===== config.mk =====
export PLATFORM = sky130hd
export DESIGN_NAME = triple_timer_io_registers_core
export DESIGN_NICKNAME = d
export VERILOG_FILES = /design/src/sv/ttior_pkg.sv /design/src/sv/triple_timer_io_registers_core.sv
export SDC_FILE = /design/constraint.sdc
export NUM_CORES = 1
export LEC_CHECK = 0
export ABC_AREA = 1
export BUFFER_PORTS_ARGS = -buffer_cell sky130_fd_sc_hd__buf_2
export CORE_MARGIN = 10
export CORE_UTILIZATION = 50
export CTS_CLUSTER_SIZE = 14
export DETAILED_ROUTE_END_ITERATION = 10
export PLACE_DENSITY_LB_ADDON = 0.12
export RECOVER_POWER = 25
export SYNTH_ARGS = -nofsm -noshare
export SYNTH_HDL_FRONTEND = slang
export SYNTH_SLANG_ARGS = --single-unit

===== constraint.sdc =====
create_clock -name clk -period 2.4 [get_ports clk]
set_clock_uncertainty 0.05 [all_clocks]
set_input_delay 0.48 -clock clk [delete_from_list [all_inputs] [get_ports clk]]
set_output_delay 0.48 -clock clk [all_outputs]
set_load 0.005 [all_outputs]

===== src/sv/ttior_pkg.sv =====
// Types and constants of the triple timer I/O register block.
// No dependencies; used by the core and its checker.
package ttior_pkg;

    typedef enum logic [1:0] {
        FUNC_TICK  = 2'd0,
        FUNC_READ  = 2'd1,
        FUNC_WRITE = 2'd2
    } func_t;

    localparam int NUM_TIMERS = 3;
    localparam int NUM_PORTS  = 4;

    localparam logic [3:0] ADDR_TEST      = 4'h0;
    localparam logic [3:0] ADDR_CONTROL   = 4'h1;
    localparam logic [3:0] ADDR_DSP_ADDR  = 4'h2;
    localparam logic [3:0] ADDR_DSP_DATA  = 4'h3;
    localparam logic [3:0] ADDR_PORT0     = 4'h4;
    localparam logic [3:0] ADDR_PORT3     = 4'h7;
    localparam logic [3:0] ADDR_UNUSED0   = 4'h8;
    localparam logic [3:0] ADDR_UNUSED1   = 4'h9;
    localparam logic [3:0] ADDR_TARGET0   = 4'hA;
    localparam logic [3:0] ADDR_TARGET2   = 4'hC;
    localparam logic [3:0] ADDR_COUNTER0  = 4'hD;
    localparam logic [3:0] ADDR_COUNTER2  = 4'hF;

    localparam int CTRL_CLEAR_PORTS_01 = 4;
    localparam int CTRL_CLEAR_PORTS_23 = 5;

    localparam logic [7:0] BYTE_ALL_ONES = 8'hFF;

endpackage


===== src/sv/triple_timer_io_registers_core.sv =====
// Triple timer I/O register block: three timers, four port latches and a
// 16-address register window. Depends on ttior_pkg.
// An accepted request's result is loaded into the output register in the next
// cycle; one request is accepted every cycle, limited only by that register.
// Reset clears all registers, timer stages, the prescaler and the port latches.
module triple_timer_io_registers_core #(
    parameter int PRESCALE_TICKS = 8
) (
    input  logic                  clk,
    input  logic                  rst_n,
    input  logic                  s_tvalid,
    output logic                  s_tready,
    input  logic [15:0]           s_tdata,  // addr[3:0], wdata[11:4], zero fill
    input  logic [1:0]            s_tuser,  // func[1:0]
    output logic                  m_tvalid,
    input  logic                  m_tready,
    output logic [7:0]            m_tdata,  // rdata[7:0]
    output logic                  m_tuser   // unmapped[0]
);
    import ttior_pkg::*;

    localparam int PS_W = $clog2(PRESCALE_TICKS + 1);

    logic [7:0]      test_reg,     test_next;
    logic [7:0]      control_reg,  control_next;
    logic [7:0]      dsp_addr_reg, dsp_addr_next;
    logic [7:0]      target_reg   [NUM_TIMERS];
    logic [7:0]      target_next  [NUM_TIMERS];
    logic [7:0]      counter_reg  [NUM_TIMERS];
    logic [7:0]      counter_next [NUM_TIMERS];
    logic [7:0]      stage_reg    [NUM_TIMERS];
    logic [7:0]      stage_next   [NUM_TIMERS];
    logic [7:0]      stage_inc    [NUM_TIMERS];
    logic [7:0]      port_reg     [NUM_PORTS];
    logic [7:0]      port_next    [NUM_PORTS];
    logic [PS_W-1:0] prescale_reg, prescale_next, prescale_inc;
    logic            prescale_wrap;
    logic            m_tvalid_reg, m_tvalid_next;
    logic [7:0]      rdata_reg,    rdata_next;
    logic            unmapped_reg, unmapped_next;

    logic            accept;
    func_t           func;
    logic [3:0]      addr;
    logic [7:0]      wdata;
    logic [1:0]      tgt_idx;
    logic [1:0]      cnt_idx;

    assign func     = func_t'(s_tuser);
    assign addr     = s_tdata[3:0];
    assign wdata    = s_tdata[11:4];
    assign s_tready = !m_tvalid_reg || m_tready;
    assign accept   = s_tvalid && s_tready;
    assign tgt_idx  = 2'(addr - ADDR_TARGET0);
    assign cnt_idx  = 2'(addr - ADDR_COUNTER0);

    assign prescale_inc  = prescale_reg + PS_W'(1);
    assign prescale_wrap = prescale_inc >= PS_W'(PRESCALE_TICKS);

    assign m_tvalid = m_tvalid_reg;
    assign m_tdata  = rdata_reg;
    assign m_tuser  = unmapped_reg;

    always_comb
    begin
        test_next     = test_reg;
        control_next  = control_reg;
        dsp_addr_next = dsp_addr_reg;
        target_next   = target_reg;
        counter_next  = counter_reg;
        stage_next    = stage_reg;
        port_next     = port_reg;
        prescale_next = prescale_reg;
        rdata_next    = rdata_reg;
        unmapped_next = unmapped_reg;
        m_tvalid_next = m_tready ? 1'b0 : m_tvalid_reg;

        for (int t = 0; t < NUM_TIMERS; t++)
        begin
            stage_inc[t] = stage_reg[t] + 8'd1;
        end

        if (accept)
        begin
            m_tvalid_next = 1'b1;
            rdata_next    = '0;
            unmapped_next = 1'b0;
            case (func)
                FUNC_TICK:
                begin
                    prescale_next = prescale_wrap ? '0 : prescale_inc;
                    for (int t = 0; t < NUM_TIMERS; t++)
                    begin
                        if (t == NUM_TIMERS - 1 || prescale_wrap)
                        begin
                            if (stage_inc[t] == target_reg[t])
                            begin
                                stage_next[t] = '0;
                                if (control_reg[t])
                                begin
                                    counter_next[t] = {4'd0, counter_reg[t][3:0] + 4'd1};
                                end
                            end
                            else
                            begin
                                stage_next[t] = stage_inc[t];
                            end
                        end
                    end
                end
                FUNC_READ:
                begin
                    case (addr) inside
                        ADDR_TEST:                    rdata_next = test_reg;
                        ADDR_CONTROL:                 rdata_next = control_reg;
                        ADDR_DSP_ADDR:                rdata_next = dsp_addr_reg;
                        [ADDR_PORT0:ADDR_PORT3]:      rdata_next = port_reg[addr[1:0]];
                        [ADDR_TARGET0:ADDR_TARGET2]:  rdata_next = target_reg[tgt_idx];
                        [ADDR_COUNTER0:ADDR_COUNTER2]: rdata_next = counter_reg[cnt_idx];
                        ADDR_DSP_DATA:                rdata_next = BYTE_ALL_ONES;
                        ADDR_UNUSED0, ADDR_UNUSED1:
                        begin
                            rdata_next    = BYTE_ALL_ONES;
                            unmapped_next = 1'b1;
                        end
                        default:                      rdata_next = BYTE_ALL_ONES;
                    endcase
                end
                FUNC_WRITE:
                begin
                    case (addr) inside
                        ADDR_TEST:                    test_next = wdata;
                        ADDR_CONTROL:
                        begin
                            control_next = wdata;
                            if (wdata[CTRL_CLEAR_PORTS_23])
                            begin
                                port_next[2] = '0;
                                port_next[3] = '0;
                            end
                            if (wdata[CTRL_CLEAR_PORTS_01])
                            begin
                                port_next[0] = '0;
                                port_next[1] = '0;
                            end
                        end
                        ADDR_DSP_ADDR:                dsp_addr_next = wdata;
                        [ADDR_PORT0:ADDR_PORT3]:      port_next[addr[1:0]] = wdata;
                        [ADDR_TARGET0:ADDR_TARGET2]:  target_next[tgt_idx] = wdata;
                        [ADDR_COUNTER0:ADDR_COUNTER2]: counter_next[cnt_idx] = wdata;
                        ADDR_UNUSED0, ADDR_UNUSED1:   unmapped_next = 1'b1;
                        default:                      ;
                    endcase
                end
                default:
                begin
                end
            endcase
        end
    end

    always_ff @(posedge clk or negedge rst_n)
    begin
        if (!rst_n)
        begin
            test_reg     <= '0;
            control_reg  <= '0;
            dsp_addr_reg <= '0;
            for (int t = 0; t < NUM_TIMERS; t++)
            begin
                target_reg[t]  <= '0;
                counter_reg[t] <= '0;
                stage_reg[t]   <= '0;
            end
            for (int p = 0; p < NUM_PORTS; p++)
            begin
                port_reg[p] <= '0;
            end
            prescale_reg <= '0;
            m_tvalid_reg <= 1'b0;
            rdata_reg    <= '0;
            unmapped_reg <= 1'b0;
        end
        else
        begin
            test_reg     <= test_next;
            control_reg  <= control_next;
            dsp_addr_reg <= dsp_addr_next;
            target_reg   <= target_next;
            counter_reg  <= counter_next;
            stage_reg    <= stage_next;
            port_reg     <= port_next;
            prescale_reg <= prescale_next;
            m_tvalid_reg <= m_tvalid_next;
            rdata_reg    <= rdata_next;
            unmapped_reg <= unmapped_next;
        end
    end

endmodule


=== Word level (Yosys, flattened, before mapping) ===
Cells that the tools add are included.

* Register bits after elaboration: 142
* Input port bits: 22
* Output and inout port bits: 11
* Word-level logic and storage cells: 167

* Add/subtract/negate cells: 9
* $lt $le $gt $ge: 13
* Equal/unequal tests: 26
* Mux-type cells: 66
* Bitwise logic cells: 7
* Reduce and logical (&&, ||, !) cells: 26

{| class="wikitable"
|+ Operator list
! cell !! number
|-
| 8-bit two-way mux || 27
|-
| 24-bit two-way mux || 6
|-
| 32-bit two-way mux || 3
|-
| 8-bit binary-select mux with 2-bit select || 3
|-
| 24-bit bitwise mux || 2
|-
| 8-bit demux with 2-bit select || 3
|-
| 24-bit one-hot mux with 2 select lines || 1
|-
| 32-bit bitwise mux || 1
|-
| 16-bit two-way mux || 2
|-
| 2-bit inequality test, second input constant || 16
|-
| 8-bit by 1-bit adder with 8-bit output, second input constant || 3
|-
| 8-bit == test || 3
|-
| 11-bit AND reduction || 2
|-
| 4-bit by 1-bit adder with 4-bit output, second input constant || 4
|-
| 1-bit two-way mux || 16
|-
| 4-bit >= comparator, second input constant || 3
|-
| 6-bit AND reduction || 2
|-
| 10-bit AND reduction || 1
|-
| 3-bit >= comparator, second input constant || 3
|-
| 3-bit by 1-bit < comparator with 1-bit output, second input constant || 3
|-
| 2-bit inverter with 3-bit output || 3
|-
| 4-bit by 2-bit == test with 1-bit output, second input constant || 2
|-
| 4-bit == test, second input constant || 2
|-
| 4-bit <= comparator, second input constant || 2
|-
| 22 further kinds || 34
|}

=== Logic depth before layout (Yosys ltp) ===
Gate-level depths: netlist (run 1).

* Word-level depth: 14
* Mapped depth: 14
* Gate-level depth less buffers: 14

=== Worst setup path before layout (run 1) ===
No wires, ideal clock.

* Path type: input port to flip-flop
* Start: input port s_tdata[0]
* End: register counter_reg[10] in the netlist's numbering
* Setup time: 0.118 ns
* Arrival time: 2.296 ns
* Required time: 2.232 ns
* Path slack: -0.064 ns
* Stages: 11
* Buffers on the path: 1
* Path through: clkinv_1 buf_1 ha_1 inv_2 o21ai_1 o21ai_0 nand4_2 nor2_4 nand3_2 nand2_1 nand2_1

* Word-level cells in the longest chain between the ends: 14
* Elaborated cells between the ends (all ways): 34
* Classes of those cells: add/sub: 1; order compare: 8; eq/ne: 8; mux: 10; bitwise: 1; reduce/logical: 6

{| class="wikitable"
|+ RTL lines
! element !! RTL line !! source
|-
| start: declaration || triple_timer_io_registers_core.sv:13 || <nowiki>input logic [15:0] s_tdata,</nowiki>
|-
| 2-bit by 1-bit subtractor with 2-bit output || triple_timer_io_registers_core.sv:55 || <nowiki>assign cnt_idx = 2'(addr - ADDR_COUNTER0);</nowiki>
|-
| 2-bit inverter with 3-bit output (not written as such) || triple_timer_io_registers_core.sv:150 || <nowiki>[ADDR_COUNTER0:ADDR_COUNTER2]: counter_next[cnt_idx] = wdata;</nowiki>
|-
| 3-bit >= comparator (not written as such) or 3-bit by 1-bit < comparator with 1-bit output (tied branches) || triple_timer_io_registers_core.sv:150 ||
|-
| 1-bit logical AND (not written as such) || triple_timer_io_registers_core.sv:150 ||
|-
| 8-bit two-way mux (not written as such) || triple_timer_io_registers_core.sv:150 ||
|-
| 8-bit demux with 2-bit select || triple_timer_io_registers_core.sv:150 ||
|-
| 24-bit bitwise mux || triple_timer_io_registers_core.sv:150 ||
|-
| 24-bit two-way mux (6 in series) || triple_timer_io_registers_core.sv:131 || <nowiki>case (addr) inside</nowiki>
|-
| 24-bit one-hot mux with 2 select lines || triple_timer_io_registers_core.sv:88 || <nowiki>case (func)</nowiki>
|-
| end signal: assignment || triple_timer_io_registers_core.sv:190 || <nowiki>counter_reg <= counter_next;</nowiki>
|-
| end: declaration || triple_timer_io_registers_core.sv:29 || <nowiki>logic [7:0] counter_reg [NUM_TIMERS];</nowiki>
|}

Several ways; a longest one is shown, not always the timed one. The select of a mux whose other input is x is not followed.
A chain may end at the register's enable or synchronous reset.

=== Worst setup path in the final report (run 1) ===
* Start: register stage_reg[9] in the netlist's numbering
* End: register counter_reg[13] in the netlist's numbering

* Word-level cells in the longest chain between the ends: 4

{| class="wikitable"
|+ RTL lines
! element !! RTL line !! source
|-
| start: declaration || triple_timer_io_registers_core.sv:31 || <nowiki>logic [7:0] stage_reg [NUM_TIMERS];</nowiki>
|-
| start signal: assignment || triple_timer_io_registers_core.sv:191 || <nowiki>stage_reg <= stage_next;</nowiki>
|-
| 8-bit by 1-bit adder with 8-bit output || triple_timer_io_registers_core.sv:80 || <nowiki>stage_inc[t] = stage_reg[t] + 8'd1;</nowiki>
|-
| 8-bit == test || triple_timer_io_registers_core.sv:96 || <nowiki>if (stage_inc[t] == target_reg[t])</nowiki>
|-
| 2-bit inequality test (no source line) || - ||
|-
| 11-bit AND reduction (no source line) || - ||
|}

No other way between the ends.

==> impl_metrics.tcl, run 1 <==
set metrics [dict create \
    critPathCaptureType "flip-flop" \
    startpoint_type "flip-flop" \
    p_seq_frac 0.405 \
    clk_pin_slew_ns 0.06 \
    place_congestion 0.932 \
    grt_util_all_layers 0.217 \
    numCtsBuffers 17 \
    final_cells 1345 \
    maxCapViolations 0 \
    required_ns 2.66 \
    power.share.clock 0.349 \
    fin_nets 1161 \
    antennaDiodeCount 0 \
    grt_pass1_wl_um 37200 \
    avgViaCountPerCell 5.52 \
    rr_worst_depth 12 \
    min_path_type "primary input to flip-flop" \
    port_buffers 28 \
    synth_area_mm2 0.00793 \
    synth_top_area_cell "dfrtp_1" \
    synth-seq-cells 142 \
    drive_above_1_share 0.138 \
    synth_area_leaders "dfrtp_1, nand2_1, o21ai_0" \
    post-route-min-period_ns 2.14 \
    dr_total_vias 7431 \
    die_area_mm2 0.0213 \
    grt_overflow 0 \
    tns_ns 0 \
    dieWidth_um 146 \
    clock_path_buffers 2 \
    drc 0 \
    drt-pass1-iter-count 5 \
    swShare 0.327 \
    slew_violations 0 \
    dp.cells 1313 \
    die_h_um 146 \
    setup_viol 0 \
    htreeDepth 4 \
    synth_fp_nets 1083 \
    worst-setup-path-type "flip-flop to flip-flop" \
    p_int_mw 5.44 \
    grt_max_degree 53 \
    grt_pass1_vias 6986 \
    ir_worst_vdd_v 0.000549 \
    switching_power_mw 2.64 \
    start_util 0.516 \
    largest_reg_flops 32 \
    fill_cells 1392 \
    pin_count 33 \
    syn_inst 1044 \
    areaGrowthSynthToFinish_pct 17.5 \
    power_density_mw_per_mm2 867 \
    drt_iter0_drc 605 \
    syn_avg_cell_area_um2 7.60 \
    cts_sinks 142 \
    core-area_mm2 0.0154 \
    status "finished, final reports clean" \
    hold_viol 0 \
    cts_root_buffer "clkbuf_16" \
    finalCritPeriodShare 0.892 \
    report.power.total_mw 8.08 \
    rsz0062_at_grt "false" \
    antenna_left 0 \
    max_freq_mhz 467 \
    cts_tree "done" \
    slew_headroom 0.0792 \
    p_comb_frac 0.245 \
    critPathArrivalTime_ns 2.40 \
    hpwl_um 16500 \
    wl_um 22800 \
    tightest_slew_ns 1.38 \
    ys_seq_area_frac 0.448 \
    crit_fanout 8 \
    synth_top_area_frac 0.448 \
    holdPathStages 3 \
    wl_per_cell_um 17.0 \
    grt_antenna_before_repair 0 \
    clk_latency_ns 0.43 \
    rows 45 \
    synthDistinctLibCells 39 \
    leakage_nw 4.65 \
    ys_warn_count 0 \
]
cell type report:
type | count | area [µm²] | area share
clock buffers | 21 | 460 | 0.0494
clock inverters | 10 | 163 | 0.0174
inverters | 114 | 428 | 0.0459
multi-input cells | 758 | 3810 | 0.409
flip-flops and latches | 142 | 3550 | 0.381
well taps | 211 | 264 | 0.0283
repair buffers | 89 | 639 | 0.0686
cell families (layout without fill, tap and decap cells):
family                   after synthesis  count (layout)  share of synthesized area
AND/OR/NAND/NOR                      487             487                      0.272
AO/OA/AOI/OAI                        240             240                      0.167
buffers and inverters                144             234                     0.0707
XOR/XNOR                              14              14                     0.0155
flip-flops                           142             142                      0.448
adder cells (fa/ha/maj)               17              17                     0.0268
layer usage:
metal / wire, µm / global-route usage / vias to the layer above
met5: 0 / 0 / -
met4: 411 / 0.0652 / 0
met3: 1410 / 0.0444 / 37
met2: 11200 / 0.355 / 240
met1: 9830 / 0.284 / 3510
li1: - / - / 3644
per-stage QoR:
stage                     utilization  area (µm²)  hold slack [ns]  setup WS [ns]
after floorplan                     -        7930            0.134        0.00898
after global placement          0.567        8710            0.404         0.0920
after detailed placement        0.567        8710            0.409         0.0320
after CTS                       0.608        9340            0.258          0.258
after global routing            0.606        9320            0.272         0.0498
final                           0.606        9320            0.268          0.259
cell usage after synthesis (all sizes together):
| master | instances |
|---|---|
| and2 | 2 |
| o311ai | 3 |
| a21oi | 45 |
| nand4 | 24 |
| clkbuf | 15 |
| a22o | 1 |
| o21a | 1 |
| ha | 17 |
| o22ai | 40 |
| nand3b | 3 |
| a211oi | 1 |
| a22oi | 1 |
| o21bai | 2 |
| xor2 | 9 |
| nand3 | 82 |
| or2 | 1 |
| o41ai | 1 |
| dfrtp | 142 |
| inv | 112 |
| nand2 | 297 |
| o21ai | 136 |
| xnor2 | 5 |
| clkinv | 2 |
| buf | 15 |
| o211ai | 8 |
| o221ai | 1 |
| nor2 | 78 |
cell usage in the layout, fill, tap and decap left out, drive strengths merged, types with 5 or more instances in the layout:
master and instances:
nand2 297, inv 112, xnor2 5, clkinv 6, o21ai 136, o211ai 8, a21oi 45, nand3 82
o22ai 40, nand4 24, buf 86, ha 17, xor2 9, nor2 78, clkbuf 23, dfrtp 142
power groups by stage:
stage	Sequential (mW)	Combinational (mW)	Clock, mW
2_1_floorplan	3.21	1.47	0
3_3_place_gp	3.30	1.94	0
3_5_place_dp	3.30	1.98	0
4_1_cts	3.27	1.99	2.85
5_1_grt	3.35	2.30	2.97
6_report	3.28	1.98	2.82
timing repair:
item,in CTS,in global routing
hold buffers,1,0
gates resized for setup,0,1
buffers inserted,0,0
hold endpoints to repair,48,0
setup endpoints to repair,0,4
path summary, 6_finish.rpt:
path | start | to | slack [ns]
min in group asynchronous | rst_n | stage_reg[13] | 0.85
setup reg to reg | stage_reg[9] | counter_reg[13] | 0.26
setup / recovery | stage_reg[9] | counter_reg[13] | 0.26
hold reg to reg | counter_reg[11] | counter_reg[11] | 0.42
hold / removal | s_tdata[7] | test_reg[3] | 0.27
max in group asynchronous | rst_n | stage_reg[14] | 0.40
critical path: stages (launching register included):
cell and delay [ns]:
dfrtp_1 0.38, ha_1 0.18, nand2_1 0.10, nor2_1 0.22
nand3_1 0.13, nand3_1 0.10, nand2_1 0.05, nor2_1 0.10
nand3_1 0.22, nand2_2 0.15, nand3_2 0.16, nand2_1 0.10
nand2_1 0.06
No activity file was read; power rests on OpenSTA's default activity.
==> run 2: changes to the inputs <==
ABC_AREA = unset   (was 1)
==> run 2 against run 1 <==
Against the previous run:
- the flow now finishes with violations (setup timing)
- total power is 10% lower
- sequential cell count unchanged
- register-to-register slack worse by 0.30 ns
- design area increased by 3.6%
==> impl_metrics.tcl, run 2 <==
set metrics [dict create \
    status "finished with violations" \
    violations "setup timing" \
    worst-setup-path-type "flip-flop to flip-flop" \
    finalCritPeriodShare 1.02 \
    rsz0062_at_grt "true" \
    min_path_type "primary input to flip-flop" \
    hpwl_um 15900 \
    crit_fanout 8 \
    drt-pass1-iter-count 6 \
    wl_per_cell_um 20.8 \
    drive_above_1_share 0.308 \
    numCtsBuffers 17 \
    hold_viol 0 \
    pin_count 33 \
    critPathCaptureType "flip-flop" \
    fill_cells 1186 \
    synthFlopType "dfrtp_1" \
    rr_worst_depth 10 \
    ys_async_sr_fraction 1.00 \
    slew_headroom 0.0204 \
    grt_pass1_vias 6663 \
    finalWorstSetupSlack_ns -0.0449 \
    r2r-start "stage_reg[16]" \
    avgViaCountPerCell 6.13 \
    synth_top_area_frac 0.456 \
    crit_slowest_cell "or4bb_4" \
    grt_util_all_layers 0.214 \
    cts_root_buffer "clkbuf_16" \
    areaGrowthSynthToFinish_pct 23.8 \
    cts_sinks 142 \
    antennaDiodeCount 0 \
    dieWidth_um 145 \
    die_h_um 145 \
    power_density_mw_per_mm2 750 \
    yosysMostFrequentCell "dfrtp_1" \
    utilization 0.633 \
    slew_violations 0 \
    register_area_mm2 0.00355 \
    port_buffers 28 \
    core-area_mm2 0.0153 \
    layout_commonest_cell "dfrtp_1" \
    place_congestion 0.880 \
    critPathArrivalTime_ns 2.71 \
    dr_total_vias 6712 \
    htreeDepth 4 \
    post-route-min-period_ns 2.44 \
    synth_fp_nets 816 \
    die_area_mm2 0.0210 \
    drc 0 \
    fin_hold_ws_ns 0.267 \
    placed_area_mm2 0.00882 \
    synth_area_mm2 0.00780 \
    drt_iter0_drc 614 \
    mostFrequentLayoutCells "dfrtp_1, nand2_1, buf_4" \
    clock_path_buffers 2 \
    wl_um 22800 \
    syn_inst 777 \
    synth-seq-cells 142 \
    ys_warn_count 0 \
    fin_nets 910 \
    rows 45 \
    reg2reg_slack_ns -0.04 \
    multi_input_area_mm2 0.00419 \
    synthDistinctLibCells 71 \
    report.power.total_mw 7.25 \
    grt_overflow 0 \
    endpoint "counter_reg[23]" \
    required_ns 2.66 \
    grt_max_degree 56 \
    leakage_nw 4.35 \
    grt_antenna_before_repair 0 \
    grt_pass1_wl_um 36600 \
    path_common_cell "nand2_1" \
    crit_path_cell_trace "buf_4, nand2_1, or4bb_4, a31oi_4, a41oi_2, a211o_1, buf_12, buf_8, nand2_1, o21ai_1" \
    worst_r2r_endpoint "counter_reg[23]" \
    syn_avg_cell_area_um2 10.0 \
    max_freq_mhz 409 \
    clk_pin_slew_ns 0.06 \
    synth_edf_count 0 \
    synth_area_leaders "dfrtp_1, mux2_2, nand2_1" \
    cts_tree "done" \
    tightest_slew_ns 1.47 \
    maxCapViolations 0 \
    min_from "s_tvalid" \
    finalInstanceArea_mm2 0.00966 \
    largest_reg_flops 32 \
    antenna_left 0 \
    clk_latency_ns 0.42 \
    ys_seq_area_frac 0.456 \
    synth_top_area_cell "dfrtp_1" \
    synth_common_cells "dfrtp_1, nand2_1, o21ai_0" \
    worstSetupStartpoint "stage_reg[16]" \
    ir_worst_vdd_v 0.000605 \
    startpoint_type "flip-flop" \
    setup_viol 7 \
    start_util 0.511 \
    cpPeakStageDelay_ns 0.58 \
]
## run 2: cell count changes after synthesis, moves of 21 or more
cell     before  now
nand3_1      74   34
o21ai_0     111   73
nor2_1       66   32
mux2_2        0   56
inv_1       107   12
o21ai_1      25    4
nand2_1     289  106
o22ai_1      40    5
## run 2: timing repair
item	4_1_cts	5_1_grt
endpoints found under the hold margin	49	0
setup endpoints to repair	11	43
hold buffers	1	0
setup buffers	3	1
pin swaps	6	11
gates resized for setup	16	31
## run 2: cell type report
type | instances | area share
flip-flops and latches | 142 | 0.368
well taps | 211 | 0.0273
clock buffers | 18 | 0.0455
repair buffers | 126 | 0.101
clock inverters | 14 | 0.0176
multi-input cells | 571 | 0.434
inverters | 13 | 0.00609
## run 2: cells by family after synthesis
logic type | after synthesis | share of synthesized area
and+or+nand+nor | 240 | 0.145
xor gates and xnor gates | 25 | 0.0298
adders and majority gates | 17 | 0.0273
muxes | 79 | 0.123
AOI/OAI and AO/OA | 210 | 0.184
buffers and inverters | 64 | 0.0353
DFF | 142 | 0.456
## run 2: where the power goes
part | switching, mW | internal [mW] | leakage [nW] | total, mW
sequential | 0.294 | 2.71 | 1.88 | 3.00
combinational | 0.780 | 0.727 | 2.18 | 1.51
clock | 1.14 | 1.60 | 0.294 | 2.74
total | 2.22 | 5.03 | 4.35 | 7.25
## run 2: worst min-delay path by stage
stage / cells past startpoint / end / slack [ns]
6_report: 2 / m_tvalid / 0.27
3_5_place_dp: 2 / port_reg[19] / 0.42
5_1_grt: 2 / m_tvalid / 0.26
2_1_floorplan: 0 / control_reg[0] / 0.13
3_3_place_gp: 2 / port_reg[22] / 0.41
4_1_cts: 2 / m_tvalid / 0.25
## run 2: critical path: cells and delay by family, from the launching register on
kind / cells / cell delay, ns
buf+inv: 3 / 0.46
compound gates: 4 / 0.66
flops: 1 / 0.41
simple gates: 3 / 0.76
## run 2: per-layer routing
layer,global-route usage,vias to the layer above,part of all wire
met3,0.0525,38,0.064
li1,-,3058,-
met1,0.289,3356,0.44
met4,0.0741,0,0.026
met5,0,-,0
met2,0.328,260,0.47
## run 2: metrics by stage
step                      std cells  setup WS (ns)   TNS [ns]
after CTS                      1094      -0.000878  -0.000878
after detailed placement       1058         -0.367      -6.24
after floorplan                 777         -0.221      -2.44
final                          1095        -0.0449     -0.201
after global placement         1058         -0.194      -3.49
after global routing           1095         -0.116     -0.873
==> run 3: changes to the inputs <==
SETUP_SLACK_MARGIN = 0.3   (was unset)
==> run 3 against run 2 <==
Against the previous run:
- the flow still finishes with violations (setup timing)
- first-iteration DRC count fell by 5.9%
- sequential share of layout area fell by 2.2 points
- non-clock buffer count rose by 22
- critical path depth fell by 1
- sequential cell count did not move
- register-to-register slack got worse by 0.09 ns
- utilization rose by 4.2 points
- hold slack got worse by 0.027 ns
- worst setup slack got worse by 0.094 ns
- clock power fell by 5%
- sequential power rose by 3%
- critical endpoint unchanged
==> impl_metrics.tcl, run 3 (synthesized netlist as in run 2, its figures left out) <==
set metrics [dict create \
    core-area_mm2 0.0153 \
    grt_max_degree 56 \
    port_buffers 28 \
    crit_slowest_cell "or4bb_4" \
    dr_total_vias 6909 \
    post-route-min-period_ns 2.54 \
    clk_pin_slew_ns 0.06 \
    grt_antenna_before_repair 0 \
    dieWidth_um 145 \
    utilization 0.675 \
    grt_overflow 0 \
    startpoint_type "flip-flop" \
    r2r-start "stage_reg[17]" \
    reg2reg_slack_ns -0.14 \
    crit_fanout 6 \
    pin_count 33 \
    wl_per_cell_um 21.1 \
    report.power.total_mw 7.44 \
    drc 0 \
    fill_cells 1130 \
    layout_commonest_cell "dfrtp_1" \
    cts_root_buffer "clkbuf_16" \
    crit_path_cell_trace "ha_4, xor2_2, or4bb_4, a31oi_4, a41oi_2, a211o_4, buf_6, nand2_2, o21ai_1" \
    status "finished with violations" \
    grt_util_all_layers 0.217 \
    min_path_type "primary input to flip-flop" \
    maxCapViolations 0 \
    worst-setup-path-type "flip-flop to flip-flop" \
    ir_worst_vdd_v 0.000696 \
    required_ns 2.65 \
    place_congestion 0.873 \
    grt_pass1_vias 6784 \
    drt_iter0_drc 578 \
    cts_tree "done" \
    critPathCaptureType "flip-flop" \
    crit_cells 9 \
    cts_hold_buf 0 \
    htreeDepth 4 \
    drt-pass1-iter-count 5 \
    fin_nets 933 \
    clk_latency_ns 0.42 \
    antenna_left 0 \
    tightest_slew_ns 1.43 \
    start_util 0.511 \
    largest_reg_flops 32 \
    violations "setup timing" \
    power_density_mw_per_mm2 723 \
    grt_pass1_wl_um 37100 \
    max_freq_mhz 394 \
    crit_buf_inv 1 \
    hpwl_um 15700 \
    numCtsBuffers 17 \
    critPathTopFamily "compound AO/OA/AOI/OAI gates" \
    worst_r2r_endpoint "counter_reg[23]" \
    finalWorstSetupSlack_ns -0.139 \
    tns_ns -1.01 \
    rsz0062_at_grt "true" \
    worstSetupStartpoint "stage_reg[17]" \
    clock_path_buffers 2 \
    leakage_nw 4.52 \
    rr_worst_depth 9 \
    areaGrowthSynthToFinish_pct 32.0 \
    rows 45 \
    preCtsSetupSlack_ns -0.287 \
    mostFrequentLayoutCells "dfrtp_1, nand2_1, buf_4" \
    finalCritPeriodShare 1.06 \
    antennaDiodeCount 0 \
    finalInstanceArea_mm2 0.0103 \
    die_area_mm2 0.0210 \
    critPathArrivalTime_ns 2.79 \
    slew_headroom 0.0469 \
    drive_above_1_share 0.404 \
    slew_violations 0 \
    endpoint "counter_reg[23]" \
    wl_um 23600 \
    placed_area_mm2 0.00896 \
    cts_sinks 142 \
    cpPeakStageDelay_ns 0.59 \
    avgViaCountPerCell 6.19 \
    setup_viol 12 \
    die_h_um 145 \
    hold_viol 0 \
]
run 3: changes by cell type in the layout (fill, tap and decap cells not counted), sizes merged:
cell / change
a2bb2oi: +1
clkbuf: +6
buf: +20
clkinv: +3
inv: -8
dlygate4sd3: -1
clkinvlp: +1
run 3: cell type report:
| type | instances | area, µm² | share of cell area |
|---|---|---|---|
| clock inverters | 10 | 115 | 0.0112 |
| inverters | 13 | 58.8 | 0.00571 |
| flip-flops and latches | 142 | 3560 | 0.346 |
| multi-input cells | 572 | 4610 | 0.448 |
| repair buffers | 148 | 1220 | 0.119 |
| clock buffers | 21 | 460 | 0.0447 |
| well taps | 211 | 264 | 0.0256 |
run 3: where the power goes:
group / internal, mW / switching [mW] / leakage (nW) / total, mW
registers: 2.71 / 0.369 / 1.87 / 3.08
logic: 0.894 / 0.869 / 2.38 / 1.76
clock network: 1.57 / 1.02 / 0.275 / 2.60
total: 5.18 / 2.26 / 4.52 / 7.44
run 3: repair_timing:
item,4_1_cts,5_1_grt
setup buffers,10,16
pin swaps,31,27
setup endpoints to repair,58,109
resized for setup,74,59
gates cloned,1,0
run 3: metrics by stage:
stage,hold WS [ns],cells
after global routing,0.262,1117
after CTS,0.00711,1101
final,0.240,1117
after floorplan,0.134,777
after global placement,0.408,1059
after detailed placement,0.417,1059
run 3: how the worst min path moves through the flow:
stage	slack [ns]	depth (start not counted)	startpoint	to
after floorplan	0.13	0	rst_n	control_reg[0]
after global placement	0.41	2	port_reg[16]	port_reg[16]
after detailed placement	0.42	2	m_tdata[5]	m_tdata[5]
after CTS	0.007	1	rst_n	stage_reg[18]
after global routing	0.26	2	s_tvalid	m_tvalid
final	0.24	2	s_tvalid	m_tvalid
run 3: per-layer routing:
layer	up-vias	track usage	wire, µm
li1	3107	-	-
met1	3521	0.292	10200
met2	253	0.353	11600
met3	28	0.0435	1370
met4	0	0.0475	341
met5	-	0	0
